==> src/conv3x3_gray_clamp_core_assert.svh <==
// Assertion macros for the 3x3 convolution core.
// Included by the top level; relies on clk and rst_n in the including scope.
`ifndef CONV3X3_GRAY_CLAMP_CORE_ASSERT_SVH
`define CONV3X3_GRAY_CLAMP_CORE_ASSERT_SVH
`ifndef NO_ASSERTIONS
`define C3GC_ASSERT(label, prop, msg) \
  label: assert property (@(posedge clk) disable iff (!rst_n) prop) else $error(msg);
`define C3GC_NEVER(label, cond, msg) \
  label: assert property (@(posedge clk) disable iff (!rst_n) !(cond)) else $error(msg);
`define C3GC_ASSERT_RST(label, prop, msg) \
  label: assert property (@(posedge clk) prop) else $error(msg);
`else
`define C3GC_ASSERT(label, prop, msg)
`define C3GC_NEVER(label, cond, msg)
`define C3GC_ASSERT_RST(label, prop, msg)
`endif
`endif

==> src/c3gc_pkg.sv <==
// Shared types and constants of the 3x3 convolution core.
// No dependencies; used by every module of the block except c3gc_ram.
package c3gc_pkg;

  localparam int MAX_WIDTH  = 1024;
  localparam int PIXEL_BITS = 8;
  localparam int COEFF_BITS = 8;
  localparam int X_BITS     = $clog2(MAX_WIDTH);
  localparam int W_BITS     = X_BITS + 1;
  localparam int ROW_BITS   = 17;
  localparam int PROD_BITS  = PIXEL_BITS + COEFF_BITS + 1;
  localparam int SUM_BITS   = 20;
  localparam int MAG_BITS   = SUM_BITS - 1;
  localparam int DIV_BITS   = 16;
  localparam int CNT_BITS   = $clog2(MAG_BITS + 1);
  localparam int CLAMP_MAX  = 255;

  localparam logic [2:0] CFG_KERN_XM = 3'd0;
  localparam logic [2:0] CFG_KERN_XC = 3'd1;
  localparam logic [2:0] CFG_KERN_XP = 3'd2;
  localparam logic [2:0] CFG_DIVISOR = 3'd3;
  localparam logic [2:0] CFG_FWIDTH  = 3'd4;
  localparam logic [2:0] CFG_FHEIGHT = 3'd5;

  typedef struct packed {
    logic [7:0] pixel;
    logic       flush;
  } in_item_t;

  typedef struct packed {
    logic signed [19:0] value;
    logic               frame_end;
  } out_item_t;

  typedef struct packed {
    logic [2:0][3*COEFF_BITS-1:0] kern;
    logic [15:0]                  divisor;
    logic [10:0]                  frame_width;
    logic [15:0]                  frame_height;
  } cfg_t;

  // One classified slot handed from the front to the back.
  typedef struct packed {
    logic [PIXEL_BITS-1:0] pix;
    logic [X_BITS-1:0]     x;
    logic                  emit;
    logic                  top_ok;
    logic                  bot_ok;
    logic                  left_ok;
    logic                  right_ok;
    logic                  last;
  } q_ent_t;

endpackage

==> src/c3gc_queue.sv <==
// Two-entry queue between the front end and the back end.
// Depends on c3gc_pkg.
module c3gc_queue (
  input  logic             clk,
  input  logic             rst_n,
  input  logic             push,
  input  c3gc_pkg::q_ent_t push_ent,
  input  logic             pop,
  output c3gc_pkg::q_ent_t head,
  output logic             full,
  output logic             empty
);

  c3gc_pkg::q_ent_t ent_r [2];
  logic       wr_r, wr_nxt, rd_r, rd_nxt;
  logic [1:0] cnt_r, cnt_nxt;

  assign head  = ent_r[rd_r];
  assign full  = cnt_r == 2'd2;
  assign empty = cnt_r == 2'd0;

  always_comb begin
    wr_nxt  = push ? !wr_r : wr_r;
    rd_nxt  = pop ? !rd_r : rd_r;
    cnt_nxt = cnt_r + 2'(push) - 2'(pop);
  end

  always_ff @(posedge clk) begin
    if (push) begin
      ent_r[wr_r] <= push_ent;
    end
  end

  always_ff @(posedge clk) begin
    if (!rst_n) begin
      wr_r  <= 1'b0;
      rd_r  <= 1'b0;
      cnt_r <= 2'd0;
    end else begin
      wr_r  <= wr_nxt;
      rd_r  <= rd_nxt;
      cnt_r <= cnt_nxt;
    end
  end

endmodule

==> config.mk <==
export PLATFORM = sky130hd
export DESIGN_NAME = c3gc_queue
export DESIGN_NICKNAME = d
export VERILOG_FILES = /design/src/conv3x3_gray_clamp_core_assert.svh /design/src/c3gc_pkg.sv /design/src/c3gc_queue.sv
export SDC_FILE = /design/constraint.sdc
export NUM_CORES = 1
export LEC_CHECK = 0
export BUFFER_PORTS_ARGS = -buffer_cell sky130_fd_sc_hd__buf_2
export CAP_MARGIN = 20
export CORE_MARGIN = 10
export CORE_UTILIZATION = 30
export DETAILED_ROUTE_END_ITERATION = 10
export HOLD_SLACK_MARGIN = 0.06
export MAX_ROUTING_LAYER = met4
export PLACE_DENSITY_LB_ADDON = 0.12
export SLEW_MARGIN = 0
export SYNTH_ARGS = -nofsm -noshare
export SYNTH_HDL_FRONTEND = slang
export SYNTH_SLANG_ARGS = --single-unit
==> constraint.sdc <==
create_clock -name clk -period 2.1 [get_ports clk]
set_input_delay 0.315 -clock clk [delete_from_list [all_inputs] [get_ports clk]]
set_output_delay 0.315 -clock clk [all_outputs]
set_load 0.01 [all_outputs]
==> results.ini, run 1 <==
[grt]
grt_pass1_wl_microns=6009
grt_antenna_before_repair=0
grt_overflow_total=0
grt_max_degree=17
grt_pass1_vias=1180
grtUsageTotal=0.07757

[final_layout]
fin_cells=240
finish.net_count=189
nFillCells=645
area_growth_pct=22.86
diodes=0
drive_gt1_frac=0.5813

[logic_synthesis]
synthFlopType=edfxtp_1
synth_cells=96
async_reset_ff_frac=0
synth-edff-count=48
avgSynthCellArea_sq_um=21.49
synth_area_leaders=edfxtp_1 70%, mux2_4 15%, dfxtp_1 4.9%
ys_seq_elements=53
yosys_warnings=0
synth.top_cells.by_count=48 x edfxtp_1, 20 x mux2_4, 5 x dfxtp_1
yosysMostFrequentCell=edfxtp_1
synthDistinctLibCells=14
synth_top_area_cell=edfxtp_1
ys_seq_area_frac=0.7471
synth_fp_nets=126
yosysTopAreaCellShare=0.6986
syn_area_sq_mm=0.002063

[floorplan]
initial_utilization=0.3054
fp.dieArea_sq_mm=0.01059
ioPinCount=54
core-area_sq_mm=0.006756
die_w_microns=102.9
fp.dieH_microns=102.9
rows=30

[clock_network]
hold_buffers=0
cts_resized=0
cts_root_buffer=clkbuf_8
cts_buffers=5
clkTransAtPathRegs_ps=90
clk_path_buf_depth=2
cts_tree=built
post_cts_buffers=0
cts_max_level=2
clk_latency_ps=300
numClockSinks=53

[timing]
period_share=0.8894
max_clock_freq_ghz=0.5354
fin_skew_ps=5.605
finalSetupTns_ps=0
hold_violations=0
post-route-min-period_ps=1868
max_slew_margin=0.8026
tightest_slew_ps=296.2
rsz0062_at_grt=false
drv_slew=0
finalSetupViolCount=0

[setup_path]
crit_path_end_kind=primary output
worstPathArrival_ps=1550
critPathKind=reg -> out
crit_required_ps=1780
cp_max_fo=9
start_kind=flop

[routing]
antenna_left=0
post-route-drc-count=0
drt-initial-drc-count=37
dr.pass1.iters=3
drt-total-wl_microns=3779
post_drt_via_cell_ratio=4.188
avgRoutedWirePerCell_microns=15.75
vias=1005

[place]
io_buffers=53
hpwl_microns=2877
place_inst=232
gp_congestion=0.6262

[power]
power.density_mw_per_mm2=842.7
max-vdd-ir-drop_mv=0.3559
p_leak_nw=1.019

[flow_run]
maxCapViolations=0

[hold_path]
min_path_type=in -> reg

[status]
status=finished, final reports clean

-- where the power goes --
group          switching (mW)  leakage, nW  internal (mW)
registers              0.0287        0.492           1.22
logic                   0.136        0.475          0.174
clock network           0.313       0.0512          0.268
total                   0.478         1.02           1.66
-- through the flow --
step | total power, mW | hold WS [ps] | area (sq um) | utilization | setup WS (ps)
finish | 2.136 | 200.3 | 2535 | 0.3752 | 232.3
global route | 2.257 | 173.1 | 2535 | 0.3752 | 139.9
CTS | 2.182 | 186.0 | 2535 | 0.3752 | 194.8
detailed placement | 1.594 | 507.4 | 2439 | 0.3609 | 530.1
global placement | 1.582 | 503.2 | 2439 | 0.3609 | 569.8
floorplan | 1.469 | 413.9 | 2063 | - | 239.2
-- final cells by class --
type,instances,area [sq um],share of cell area
clock buffer,6,82.58,0.03258
clock inverter,2,13.76,0.005429
sequential,53,1543,0.6086
multi-input combinational,38,465.4,0.1836
tap,80,100.1,0.03949
inverter,2,7.507,0.002962
timing repair buffer,59,322.8,0.1273
-- worst paths after layout --
kind	start	to	slack, ps	depth (start not counted)
setup reg to reg	cnt_r[0]$_SDFF_PN0_	cnt_r[1]$_SDFF_PN0_	650	6
hold reg to reg	rd_r$_SDFFE_PN0P_	flop	580	2
hold / removal	push_ent[15]	ent_r[0][15]$_DFFE_PP_	200	1
setup / recovery	flop	head[23]	230	3
-- worst max-delay path: stages (launching register included) --
cell	delay, ps
dfxtp_2	520
buf_4	250
mux2_2	350
buf_2	140
-- sequential cells by signal (all words and copies together) (netlist names), named ones only --
| register | cells |
|---|---|
| ent_r | 48 |
| cnt_r | 2 |
| rd_r | 1 |
| wr_r | 1 |
-- layout by cell type, fill, tap and decap left out, drive strengths merged --
| cell type | instances |
|---|---|
| clkbuf | 6 |
| nor2b | 4 |
| nor2 | 1 |
| mux2 | 24 |
| inv | 2 |
| edfxtp | 48 |
| xor2 | 1 |
| xnor3 | 1 |
| o21a | 1 |
| clkinv | 2 |
| buf | 59 |
| ha | 2 |
| dfxtp | 5 |
| and2 | 4 |
-- cells by family after synthesis --
kind of cell | after synthesis | share of synthesized area
AOI/OAI and AO/OA | 1 | 0.003640
and+or+nand+nor | 9 | 0.02607
xor gates and xnor gates | 2 | 0.01516
muxes | 24 | 0.1674
DFF | 53 | 0.7471
adders and majority gates | 2 | 0.01213
buffers and inverters | 5 | 0.02850
-- routing by layer --
layer / routed length, microns / share of wire / track usage
met1: 1556 / 0.41 / 0.08584
met2: 1973 / 0.52 / 0.1263
met3: 200 / 0.053 / 0.02748
met5: 0 / 0 / -
met4: 48 / 0.013 / 0.02888
No activity file was read; power rests on OpenSTA's default activity.
==> run 2, diff against run 1 <==
--- a/config.mk
+++ b/config.mk
@@ -7,8 +7,10 @@
 export LEC_CHECK = 0
 export BUFFER_PORTS_ARGS = -buffer_cell sky130_fd_sc_hd__buf_2
 export CAP_MARGIN = 20
+export CORE_ASPECT_RATIO = 1.2
 export CORE_MARGIN = 10
 export CORE_UTILIZATION = 30
+export CTS_CLUSTER_SIZE = 40
 export DETAILED_ROUTE_END_ITERATION = 10
 export HOLD_SLACK_MARGIN = 0.06
 export MAX_ROUTING_LAYER = met4
==> run 2 against run 1 <==
  * Maximum frequency rose by 1.4%
  * Critical path depth did not move
  * Total power increased by 3.1%
  * Wire length is 0.90% lower
  * Clock-buffer cell count did not move
  * Clock skew grew 0.51 ps
  * Global-route usage decreased by 0.37 points
  * First-iteration DRC count up 65%
  * Register-to-register slack about the same
==> results.ini, run 2 (synthesized netlist as in run 1, its figures left out) <==
[routing]
post_drt_via_cell_ratio=4.131
antenna_left=0
post-route-drc-count=0
dr.pass1.iters=2
avgRoutedWirePerCell_microns=15.29
vias=1012
drt-initial-drc-count=61
drt-total-wl_microns=3745

[status]
status=finished, final reports clean

[setup_path]
critPathKind=reg -> out
worstPathArrival_ps=1530
cp_max_fo=13
crit_path_end_kind=primary output
start_kind=flop
crit_slowest_cell=dfxtp_2
path_cells=buf_12, mux2_4, buf_2
cpPeakStageDelay_ps=560
crit_required_ps=1780

[final_layout]
nFillCells=660
regArea_sq_mm=0.001543
fin_area_sq_mm=0.002540
layout_commonest_cell=buf_2
drive_gt1_frac=0.5696
diodes=0
top_register=ent_r
reg_top3=ent_r: 48 flops, cnt_r: 2 flops
area_growth_pct=23.11
finish.net_count=187
fin_cells=245
largest_reg_flops=48
multiInputGateArea_sq_um=465.4
final_cell_mix=53 x buf_2, 48 x edfxtp_1, 20 x mux2_4, 5 x clkbuf_8

[timing]
drv_slew=0
fin_skew_ps=6.116
max_slew_margin=0.7559
tightest_slew_ps=366.2
hold_violations=0
period_share=0.8773
finalSetupViolCount=0
rsz0062_at_grt=false
post-route-min-period_ps=1842
max_clock_freq_ghz=0.5428
finalSetupTns_ps=0

[place]
place_inst=237
hpwl_microns=2809
io_buffers=53
place_area_sq_mm=0.002432
gp_congestion=0.6541

[clock_network]
clk_latency_ps=300
clkTransAtPathRegs_ps=90
numClockSinks=53
clk_path_buf_depth=2
cts_root_buffer=clkbuf_8
cts_buffers=5
hold_buffers=0
post_cts_buffers=0
cts_tree=built
cts_resized=0
cts_max_level=2

[grt]
grt_pass1_vias=1155
grt_pass1_wl_microns=5775
grtUsageTotal=0.07389
grt_overflow_total=0
grt_antenna_before_repair=0
grt_max_degree=25

[floorplan]
die_w_microns=95.71
initial_utilization=0.3047
fp.dieH_microns=110.8
fp.dieArea_sq_mm=0.01061
rows=33
core-area_sq_mm=0.006771
ioPinCount=54

[flow_run]
maxCapViolations=0

[power]
p_leak_nw=1.012
max-vdd-ir-drop_mv=0.2788
power.density_mw_per_mm2=867.3

[hold_path]
min_path_type=in -> reg

==> run 2: final timing paths <==
check,start,endpoint,slack (ps),cells after the start
worst max-delay path,flop,head[8],260,3
worst min-delay path,push_ent[19],ent_r[1][19]$_DFFE_PP_,200,1
worst max register to register,cnt_r[0]$_SDFF_PN0_,cnt_r[1]$_SDFF_PN0_,660,6
worst min register to register,rd_r$_SDFFE_PN0P_,flop,580,2
==> run 2: report_power, final <==
part / total (mW) / internal, mW / switching, mW
combinational: 0.302 / 0.171 / 0.131
clock: 0.653 / 0.354 / 0.299
sequential: 1.25 / 1.22 / 0.0311
total: 2.20 / 1.74 / 0.462
==> run 2: area by class of cell <==
type                    count  area share
flip-flops and latches     53      0.6074
multi-input cells          38      0.1833
repair buffers             57      0.1212
well taps                  87     0.04286
clock buffers               6     0.02857
clock inverters             2     0.01379
inverters                   2    0.002956
==> run 2: metal layers <==
layer | routed length, microns | GRT usage
met1 | 1468 | 0.07733
met4 | 56 | 0.02660
met3 | 215 | 0.02575
met5 | 0 | -
met2 | 2005 | 0.1240
==> run 2: worst max-delay path, delay by kind of cell, from the launching register on <==
family   cells  cell delay, ps
buf+inv      2             360
flops        1             560
mux          1             310
==> run 2: per-stage QoR <==
step / hold slack [ps] / setup slack, ps / util / power, mW
after floorplan: 413.9 / 239.2 / - / 1.469
after global placement: 505.2 / 552.2 / 0.3592 / 1.576
after detailed placement: 507.7 / 544.4 / 0.3592 / 1.587
after CTS: 189.9 / 205.5 / 0.3751 / 2.246
after global routing: 187.5 / 156.7 / 0.3751 / 2.320
final: 199.9 / 257.7 / 0.3751 / 2.203
